--- src/rtl/aes128_block_cipher_core_macros.svh ---
// ---------------------------------------------------------------------------
// AES-128 core assertion macros
// Shared concurrent assertion forms for the cipher core.
// ---------------------------------------------------------------------------
`ifndef AES128_BLOCK_CIPHER_CORE_MACROS_SVH
`define AES128_BLOCK_CIPHER_CORE_MACROS_SVH

// Implication checked on every clock edge outside reset.
`define AES_ASSERT_IMPL(label, clk, rst_n, ante, cons) \
    label: assert property (@(posedge clk) disable iff (!rst_n) (ante) |-> (cons)) \
        else $error("assertion failed");

// Next-cycle implication checked outside reset.
`define AES_ASSERT_NEXT(label, clk, rst_n, ante, cons) \
    label: assert property (@(posedge clk) disable iff (!rst_n) (ante) |=> (cons)) \
        else $error("assertion failed");

`endif

--- src/rtl/aes_pkg.sv ---
// ---------------------------------------------------------------------------
// AES-128 package
// Shared types, byte tables and GF(2^8) helpers for the cipher core.
// ---------------------------------------------------------------------------
package aes_pkg;

    localparam int unsigned NumRounds = 10;
    localparam int unsigned RoundW    = 4;
    localparam int unsigned RkWords   = 44;
    localparam int unsigned RkAddrW   = 6;

    typedef enum logic [1:0] {
        ST_IDLE,
        ST_KEY,
        ST_RUN,
        ST_DONE
    } state_t;

    typedef enum logic {
        REG_KEY_HIGH = 1'b0,
        REG_KEY_LOW  = 1'b1
    } cfg_reg_t;

    // controller to datapath
    typedef struct packed {
        logic               load;      // capture block and start key expansion
        logic               key_step;  // produce one round-key group
        logic               first;     // initial AddRoundKey
        logic               round;     // one full or final round
        logic               last;      // final round: no MixColumns
        logic [RoundW-1:0]  rnd;       // round index
    } dp_cmd_t;

    function automatic logic [7:0] sbox(input logic [7:0] a);
        logic [7:0] t [256];
        t = '{
        8'h63,8'h7c,8'h77,8'h7b,8'hf2,8'h6b,8'h6f,8'hc5,8'h30,8'h01,8'h67,8'h2b,8'hfe,8'hd7,8'hab,8'h76,
        8'hca,8'h82,8'hc9,8'h7d,8'hfa,8'h59,8'h47,8'hf0,8'had,8'hd4,8'ha2,8'haf,8'h9c,8'ha4,8'h72,8'hc0,
        8'hb7,8'hfd,8'h93,8'h26,8'h36,8'h3f,8'hf7,8'hcc,8'h34,8'ha5,8'he5,8'hf1,8'h71,8'hd8,8'h31,8'h15,
        8'h04,8'hc7,8'h23,8'hc3,8'h18,8'h96,8'h05,8'h9a,8'h07,8'h12,8'h80,8'he2,8'heb,8'h27,8'hb2,8'h75,
        8'h09,8'h83,8'h2c,8'h1a,8'h1b,8'h6e,8'h5a,8'ha0,8'h52,8'h3b,8'hd6,8'hb3,8'h29,8'he3,8'h2f,8'h84,
        8'h53,8'hd1,8'h00,8'hed,8'h20,8'hfc,8'hb1,8'h5b,8'h6a,8'hcb,8'hbe,8'h39,8'h4a,8'h4c,8'h58,8'hcf,
        8'hd0,8'hef,8'haa,8'hfb,8'h43,8'h4d,8'h33,8'h85,8'h45,8'hf9,8'h02,8'h7f,8'h50,8'h3c,8'h9f,8'ha8,
        8'h51,8'ha3,8'h40,8'h8f,8'h92,8'h9d,8'h38,8'hf5,8'hbc,8'hb6,8'hda,8'h21,8'h10,8'hff,8'hf3,8'hd2,
        8'hcd,8'h0c,8'h13,8'hec,8'h5f,8'h97,8'h44,8'h17,8'hc4,8'ha7,8'h7e,8'h3d,8'h64,8'h5d,8'h19,8'h73,
        8'h60,8'h81,8'h4f,8'hdc,8'h22,8'h2a,8'h90,8'h88,8'h46,8'hee,8'hb8,8'h14,8'hde,8'h5e,8'h0b,8'hdb,
        8'he0,8'h32,8'h3a,8'h0a,8'h49,8'h06,8'h24,8'h5c,8'hc2,8'hd3,8'hac,8'h62,8'h91,8'h95,8'he4,8'h79,
        8'he7,8'hc8,8'h37,8'h6d,8'h8d,8'hd5,8'h4e,8'ha9,8'h6c,8'h56,8'hf4,8'hea,8'h65,8'h7a,8'hae,8'h08,
        8'hba,8'h78,8'h25,8'h2e,8'h1c,8'ha6,8'hb4,8'hc6,8'he8,8'hdd,8'h74,8'h1f,8'h4b,8'hbd,8'h8b,8'h8a,
        8'h70,8'h3e,8'hb5,8'h66,8'h48,8'h03,8'hf6,8'h0e,8'h61,8'h35,8'h57,8'hb9,8'h86,8'hc1,8'h1d,8'h9e,
        8'he1,8'hf8,8'h98,8'h11,8'h69,8'hd9,8'h8e,8'h94,8'h9b,8'h1e,8'h87,8'he9,8'hce,8'h55,8'h28,8'hdf,
        8'h8c,8'ha1,8'h89,8'h0d,8'hbf,8'he6,8'h42,8'h68,8'h41,8'h99,8'h2d,8'h0f,8'hb0,8'h54,8'hbb,8'h16};
        return t[a];
    endfunction

    function automatic logic [7:0] inv_sbox(input logic [7:0] a);
        logic [7:0] t [256];
        t = '{
        8'h52,8'h09,8'h6a,8'hd5,8'h30,8'h36,8'ha5,8'h38,8'hbf,8'h40,8'ha3,8'h9e,8'h81,8'hf3,8'hd7,8'hfb,
        8'h7c,8'he3,8'h39,8'h82,8'h9b,8'h2f,8'hff,8'h87,8'h34,8'h8e,8'h43,8'h44,8'hc4,8'hde,8'he9,8'hcb,
        8'h54,8'h7b,8'h94,8'h32,8'ha6,8'hc2,8'h23,8'h3d,8'hee,8'h4c,8'h95,8'h0b,8'h42,8'hfa,8'hc3,8'h4e,
        8'h08,8'h2e,8'ha1,8'h66,8'h28,8'hd9,8'h24,8'hb2,8'h76,8'h5b,8'ha2,8'h49,8'h6d,8'h8b,8'hd1,8'h25,
        8'h72,8'hf8,8'hf6,8'h64,8'h86,8'h68,8'h98,8'h16,8'hd4,8'ha4,8'h5c,8'hcc,8'h5d,8'h65,8'hb6,8'h92,
        8'h6c,8'h70,8'h48,8'h50,8'hfd,8'hed,8'hb9,8'hda,8'h5e,8'h15,8'h46,8'h57,8'ha7,8'h8d,8'h9d,8'h84,
        8'h90,8'hd8,8'hab,8'h00,8'h8c,8'hbc,8'hd3,8'h0a,8'hf7,8'he4,8'h58,8'h05,8'hb8,8'hb3,8'h45,8'h06,
        8'hd0,8'h2c,8'h1e,8'h8f,8'hca,8'h3f,8'h0f,8'h02,8'hc1,8'haf,8'hbd,8'h03,8'h01,8'h13,8'h8a,8'h6b,
        8'h3a,8'h91,8'h11,8'h41,8'h4f,8'h67,8'hdc,8'hea,8'h97,8'hf2,8'hcf,8'hce,8'hf0,8'hb4,8'he6,8'h73,
        8'h96,8'hac,8'h74,8'h22,8'he7,8'had,8'h35,8'h85,8'he2,8'hf9,8'h37,8'he8,8'h1c,8'h75,8'hdf,8'h6e,
        8'h47,8'hf1,8'h1a,8'h71,8'h1d,8'h29,8'hc5,8'h89,8'h6f,8'hb7,8'h62,8'h0e,8'haa,8'h18,8'hbe,8'h1b,
        8'hfc,8'h56,8'h3e,8'h4b,8'hc6,8'hd2,8'h79,8'h20,8'h9a,8'hdb,8'hc0,8'hfe,8'h78,8'hcd,8'h5a,8'hf4,
        8'h1f,8'hdd,8'ha8,8'h33,8'h88,8'h07,8'hc7,8'h31,8'hb1,8'h12,8'h10,8'h59,8'h27,8'h80,8'hec,8'h5f,
        8'h60,8'h51,8'h7f,8'ha9,8'h19,8'hb5,8'h4a,8'h0d,8'h2d,8'he5,8'h7a,8'h9f,8'h93,8'hc9,8'h9c,8'hef,
        8'ha0,8'he0,8'h3b,8'h4d,8'hae,8'h2a,8'hf5,8'hb0,8'hc8,8'heb,8'hbb,8'h3c,8'h83,8'h53,8'h99,8'h61,
        8'h17,8'h2b,8'h04,8'h7e,8'hba,8'h77,8'hd6,8'h26,8'he1,8'h69,8'h14,8'h63,8'h55,8'h21,8'h0c,8'h7d};
        return t[a];
    endfunction

    function automatic logic [7:0] xtime(input logic [7:0] v);
        return {v[6:0], 1'b0} ^ (v[7] ? 8'h1b : 8'h00);
    endfunction

    function automatic logic [31:0] mix_col(input logic [31:0] c);
        logic [7:0] a0, a1, a2, a3;
        a0 = c[31:24]; a1 = c[23:16]; a2 = c[15:8]; a3 = c[7:0];
        return {xtime(a0) ^ xtime(a1) ^ a1 ^ a2 ^ a3,
                a0 ^ xtime(a1) ^ xtime(a2) ^ a2 ^ a3,
                a0 ^ a1 ^ xtime(a2) ^ xtime(a3) ^ a3,
                xtime(a0) ^ a0 ^ a1 ^ a2 ^ xtime(a3)};
    endfunction

    // inverse mix: premultiply by {05,00,04,00} then forward mix
    function automatic logic [31:0] inv_mix_col(input logic [31:0] c);
        logic [7:0] a0, a1, a2, a3, u, v;
        a0 = c[31:24]; a1 = c[23:16]; a2 = c[15:8]; a3 = c[7:0];
        u = xtime(xtime(a0 ^ a2));
        v = xtime(xtime(a1 ^ a3));
        return mix_col({a0 ^ u, a1 ^ v, a2 ^ u, a3 ^ v});
    endfunction

endpackage

--- src/rtl/aes_ctrl.sv ---
// ---------------------------------------------------------------------------
// AES-128 controller
// Sequences key expansion and the ten rounds for one block.
// ---------------------------------------------------------------------------
`include "aes128_block_cipher_core_macros.svh"
module aes_ctrl (
    input  logic             clk,
    input  logic             rst_n,
    input  logic             start,
    input  logic             decrypt,
    output logic             busy,
    output logic             done,
    output logic             dir,
    output aes_pkg::dp_cmd_t cmd
);
    import aes_pkg::*;

    state_t              state_reg, state_next;
    logic [RoundW-1:0]   cnt_reg, cnt_next;
    logic                dir_reg, dir_next;

    always_ff @(posedge clk or negedge rst_n)
    begin
        if (!rst_n)
        begin
            state_reg <= ST_IDLE;
            cnt_reg   <= '0;
            dir_reg   <= 1'b0;
        end
        else
        begin
            state_reg <= state_next;
            cnt_reg   <= cnt_next;
            dir_reg   <= dir_next;
        end
    end

    always_comb
    begin
        state_next = state_reg;
        cnt_next   = cnt_reg;
        dir_next   = dir_reg;
        cmd        = '0;
        cmd.rnd    = cnt_reg;
        done       = 1'b0;
        unique case (state_reg)
            ST_IDLE:
            begin
                if (start)
                begin
                    cmd.load   = 1'b1;
                    dir_next   = decrypt;
                    cnt_next   = RoundW'(1);
                    state_next = ST_KEY;
                end
            end
            ST_KEY:
            begin
                // one round-key group per cycle, groups 1..10
                cmd.key_step = 1'b1;
                if (cnt_reg == RoundW'(NumRounds))
                begin
                    cnt_next   = '0;
                    state_next = ST_RUN;
                end
                else
                    cnt_next = cnt_reg + RoundW'(1);
            end
            ST_RUN:
            begin
                if (cnt_reg == '0)
                    cmd.first = 1'b1;
                else
                    cmd.round = 1'b1;
                cmd.last = (cnt_reg == RoundW'(NumRounds));
                if (cmd.last)
                    state_next = ST_DONE;
                else
                    cnt_next = cnt_reg + RoundW'(1);
            end
            ST_DONE:
            begin
                done       = 1'b1;
                state_next = ST_IDLE;
            end
            default: state_next = ST_IDLE;
        endcase
    end

    assign busy = (state_reg != ST_IDLE);
    assign dir  = dir_reg;

    `AES_ASSERT_NEXT(a_start_busy, clk, rst_n, start && !busy, busy)
    `AES_ASSERT_NEXT(a_done_idle, clk, rst_n, done, !busy)
    `AES_ASSERT_IMPL(a_cmd_excl, clk, rst_n, 1'b1,
        $onehot0({cmd.load, cmd.key_step, cmd.first, cmd.round}))
endmodule

--- config.mk ---
export PLATFORM = sky130hd
export DESIGN_NAME = aes_ctrl
export DESIGN_NICKNAME = d
export VERILOG_FILES = /design/src/rtl/aes_pkg.sv /design/src/rtl/aes_ctrl.sv
export VERILOG_INCLUDE_DIRS = /design/src /design/src/rtl
export SDC_FILE = /design/constraint.sdc
export NUM_CORES = 1
export LEC_CHECK = 0
export BUFFER_PORTS_ARGS = -buffer_cell sky130_fd_sc_hd__buf_2
export CAP_MARGIN = 0
export CORE_UTILIZATION = 35
export CTS_CLUSTER_DIAMETER = 80
export DETAILED_ROUTE_END_ITERATION = 6
export HOLD_SLACK_MARGIN = 0.12
export MAX_ROUTING_LAYER = met4
export SLEW_MARGIN = 20
export SYNTH_ARGS = -nofsm -noshare
export SYNTH_HDL_FRONTEND = slang
export SYNTH_SLANG_ARGS = --single-unit
--- constraint.sdc ---
create_clock -name clk -period 1.4 [get_ports clk]
set_input_delay 0.28 -clock clk [delete_from_list [all_inputs] [get_ports clk]]
set_output_delay 0.28 -clock clk [all_outputs]
set_load 0.02 [all_outputs]
Yosys cells after proc, flatten, opt, wreduce, memory -nomap -nowiden

Index checks and enable logic that the tools add are counted.

Memory bits (read-only): 0
RAM bits: 0
Bits in latches: 0
Memories kept: 0
Output and inout bits: 12
Bits in registers: 7

Equal/unequal tests: 8
Reductions and logical operators: 7
Bitwise gates (word level): 0
Multiplexer cells: 15
Magnitude comparators: 0
Multipliers: 0
Shifts and indexed selects: 0
$add $sub $neg: 1
Divide/modulo/power cells: 0

Operator list:

| kind                                                            | number |
|---|---|
| 4-bit 2-to-1 mux                                                | 3 |
| 4-bit case mux with 3 select lines                              | 1 |
| 2-bit inequality test, second input constant                    | 4 |
| 2-bit case mux with 4 select lines                              | 1 |
| 1-bit 2-to-1 mux                                                | 6 |
| 2-bit 2-to-1 mux                                                | 3 |
| 3-bit AND reduction                                             | 2 |
| 4-bit by 1-bit adder with 4-bit output, second input constant   | 1 |
| 2-bit == test, second input constant                            | 2 |
| 4-bit == test, second input constant                            | 1 |
| 4-bit zero test                                                 | 1 |
| 3-bit 2-to-1 mux                                                | 1 |
| 3-bit nonzero test                                              | 1 |
| 2-bit by 1-bit == test with 1-bit output, second input constant | 1 |
| 2-bit zero test                                                 | 1 |
| 2-bit AND reduction                                             | 1 |
| 2-bit nonzero test                                              | 1 |

Depth between registers and ports, before layout

Word-level depth: 3
Mapped depth: 6
Depth with buffers taken out: 6

Worst setup path before layout

No wires, ideal clock.

Path type: register to output
Start point: register cnt_reg[0]
End point: output port cmd[5] in the netlist's numbering
Required time: 1.120 ns
Path buffers: 0
Data arrival time: 1.295 ns
Setup slack: -0.175 ns
Stages on the path, launching flop included: 4
Path through: dfrtp_1 -> inv_1 -> ha_1 -> a21boi_0

RTL lines:

| element                  | RTL line       | source |
|---|---|---|
| start: declaration       | aes_ctrl.sv:19 | `logic [RoundW-1:0] cnt_reg, cnt_next;` |
| start signal: assignment | aes_ctrl.sv:33 | `cnt_reg <= cnt_next;` |
| end: declaration         | aes_ctrl.sv:14 | `output aes_pkg::dp_cmd_t cmd` |

==> results by group <==
Pwr
  • Int Power: 0.00122 W
  • Reg power frac: 16.6%
  • Sw frac: 42.0%
  • Peak supply drop: 1.26 mV
  • Psw: 0.000886 W
  • Part of the power in the clock network: 8.4%
  • Logic gate share of total power: 75.0%
  • PwrDens: 2360 nW/um^2
  • Pleak: 0.416 nW

Global route
  • GRT overflow: 0
  • Met3 GRT Util: 3.33%
  • Initial antenna violation count: 0
  • Most used routing layer: met2
  • Gr usage total: 18.0%
  • Met2 Use GR: 25.4%
  • Met1 Use GR: 22.8%
  • Vias in the first global route: 417
  • Largest net degree at the start of global routing: 8
  • First-pass GRT wire length: 1750 um

Synthesis
  • Mux cell area share after synthesis: 6.44%
  • Synth Area in Adders: 19.8%
  • Count leader, synth: ha_1
  • Syn Nets: 61
  • Yosys top cell area share: 34.7%
  • Compound-Gate Fraction of Synth Area: 13.4%
  • Post-synth EDFFs: 0
  • Synth top area cells: dfrtp_1, ha_1, inv_1, o2bb2ai_1, a21boi_0
  • FFs w/ async S/R, synth: 100%
  • Largest family of logic cells by synthesized area: simple AND/OR/NAND/NOR gates
  • Synth Area in Simple Gates: 22.0%
  • Synth Instances: 49
  • Ys flop type: dfrtp_1
  • Seq/Total Area, Yosys: 34.7%
  • Syn Area/Cell: 10.3 um^2
  • Post-synth top cells: ha_1, dfrtp_1, inv_1
  • Mapped Area: 505 um^2
  • Synth unique cells: 26
  • Synthesis Warnings: 0
  • Largest area contributor in the netlist: dfrtp_1
  • #FFs+latches synth: 7
  • Xor/xnor share of the synthesized area: 0%

Timing
  • Final WS setup: -168 ps
  • Hold Violations, Final: 0
  • Setup TNS: -931 ps
  • Worst-Margin Slew: 336 ps
  • Final Max Slew Viols: 0
  • Peak Freq: 638 MHz
  • RSZ-0062 raised after global routing: true
  • Hold_ws: 263 ps
  • Max transition margin: 77.4%
  • Max Clock Skew: 1.20 ps
  • Setup violators final: 10
  • Tmin final: 1570 ps
  • Period utilisation layout: 112%

Floorplanning
  • Die W: 40.0 um
  • I/O pin count: 16
  • Std-Cell Rows: 13
  • Die span in y: 40.0 um
  • Initial core utilization: 38.4%
  • CORE AREA: 1320 um^2
  • Die area: 1600 um^2

Setup path
  • WP data required: 1120 ps
  • CP bufs+invs: 1
  • WS Path Type: flop to output port
  • Crit-path cells: ha_2 > and3b_2 > and2_4 > buf_6
  • CP Launch Type: flop
  • CP delay by family, top: flip-flops
  • CP arrival: 1290 ps
  • Max stage delay on crit path: 410 ps
  • Crit end category: output port
  • Critical Path Fanout Max: 2
  • Slowest-stage cell, CP: dfrtp_2

CTS
  • Clock root cell: clkbuf_4
  • Max Root-Sink Buffers: 2
  • CTS tree: done
  • H-tree levels: 1
  • CTS sink cnt: 7
  • CTS buffer count: 3
  • Reg clk slew, reported paths: 50 ps
  • Worst-Skew Late Latency: 250 ps

Routing
  • Initial DRC Count: 9
  • Detailed-route via count: 466
  • Drt drc: 0
  • Detail Route Antenna Nets: 0
  • WL/cell: 12.8 um
  • DRT Wirelength: 1250 um
  • Vias per inst: 4.76
  • Drt pass-1 iters: 2

Status
  • Status: complete, but fails checks
  • Failing checks: setup timing

Flow run
  • Max-cap violations: 0

Final layout
  • Area Growth Syn to Fin: 76.7%
  • Share of cells above drive strength 1: 71.1%
  • Util after Layout: 67.8%
  • Flip-flop count of the largest register, all copies and words added: 4
  • Layout net count: 96
  • Ant. Diodes: 0
  • Layout fillers: 110

Worst hold path
  • Worst min path class: primary input to flop

Place
  • # port buffers: 15
  • Gpl congestion: 0.707
  • Post-DP HPWL: 842 um
==> layout make-up <==
type	instances	area, um^2	area share [%]
multi-input combinational	37	400	44.8
sequential	7	179	20.0
tap	15	18.8	2.10
inverter	5	18.8	2.10
timing repair buffer	30	250	28.0
clock buffer	4	26.3	2.94
==> power groups by stage <==
stage	Combinational, W	Sequential [W]	Clock [W]
after CTS	0.00132	0.000341	0.000190
final	0.00158	0.000350	0.000177
after global routing	0.00174	0.000357	0.000200
after global placement	0.00111	0.000334	0
after floorplan	0.000658	0.000400	0
after detailed placement	0.00112	0.000335	0
==> path summary, 6_finish.rpt <==
| kind | from | end | slack [ps] | depth (start not counted) |
|---|---|---|---|---|
| setup / recovery | cnt_reg[1]$_DFFE_PN0P_ | cmd[4] | -170 | 4 |
| hold / removal | decrypt | dir$_DFFE_PN0P_ | 260 | 2 |
| setup reg to reg | cnt_reg[1]$_DFFE_PN0P_ | state_reg[1]$_DFFE_PN0P_ | -110 | 5 |
| hold reg to reg | dir$_DFFE_PN0P_ | dir$_DFFE_PN0P_ | 500 | 1 |
| max in group asynchronous | rst_n | cnt_reg[0]$_DFFE_PN0P_ | 850 | 2 |
| min in group asynchronous | rst_n | dir$_DFFE_PN0P_ | 390 | 2 |
==> through the flow <==
| step | std cells | instance area (um^2) | power, W | setup WS, ps |
|---|---|---|---|---|
| final | 98 | 893 | 0.00211 | -168 |
| after global routing | 98 | 893 | 0.00229 | -214 |
| after detailed placement | 88 | 672 | 0.00146 | -39.8 |
| after floorplan | 49 | 510 | 0.00106 | -29.8 |
| after CTS | 97 | 806 | 0.00185 | -173 |
| after global placement | 88 | 672 | 0.00145 | -29.3 |
==> cells in the final DEF (no fill, tap or decap), types with 2 or more instances in the layout <==
| cell | synthesis | routed |
|---|---|---|
| ha_2 | 0 | 2 |
| buf_4 | 0 | 12 |
| nand2_1 | 2 | 2 |
| ha_4 | 0 | 4 |
| ha_1 | 8 | 2 |
| dfrtp_1 | 7 | 4 |
| buf_6 | 0 | 8 |
| nor2_2 | 0 | 2 |
| dfrtp_2 | 0 | 3 |
| a21oi_1 | 2 | 2 |
| and2_4 | 1 | 2 |
| buf_2 | 0 | 8 |
| clkbuf_4 | 0 | 3 |
| inv_2 | 0 | 5 |
==> cell families (layout without fill, tap and decap cells) <==
kind of cell / count (synthesis) / count (layout)
multiplexers: 3 / 3
AO/OA/AOI/OAI: 9 / 9
AND/OR/NAND/NOR: 17 / 17
buffers and inverters: 5 / 39
flip-flops: 7 / 7
adder cells (fa/ha/maj): 8 / 8
==> per-layer routing <==
metal,part of all wire (%),wire length (um)
met5,0,0
met1,48,606
met2,47,586
met4,2.4,30
met3,2.1,26
==> what timing repair did <==
item                                    in CTS  in global routing
hold endpoints to repair                     7                  0
hold buffers                                 1                  0
gates resized for setup                     20                 17
buffers inserted                             4                  2
pin swaps                                    3                  2
endpoints found under the setup margin      11                 13
Note: power is estimated with default switching activity, not from simulation.
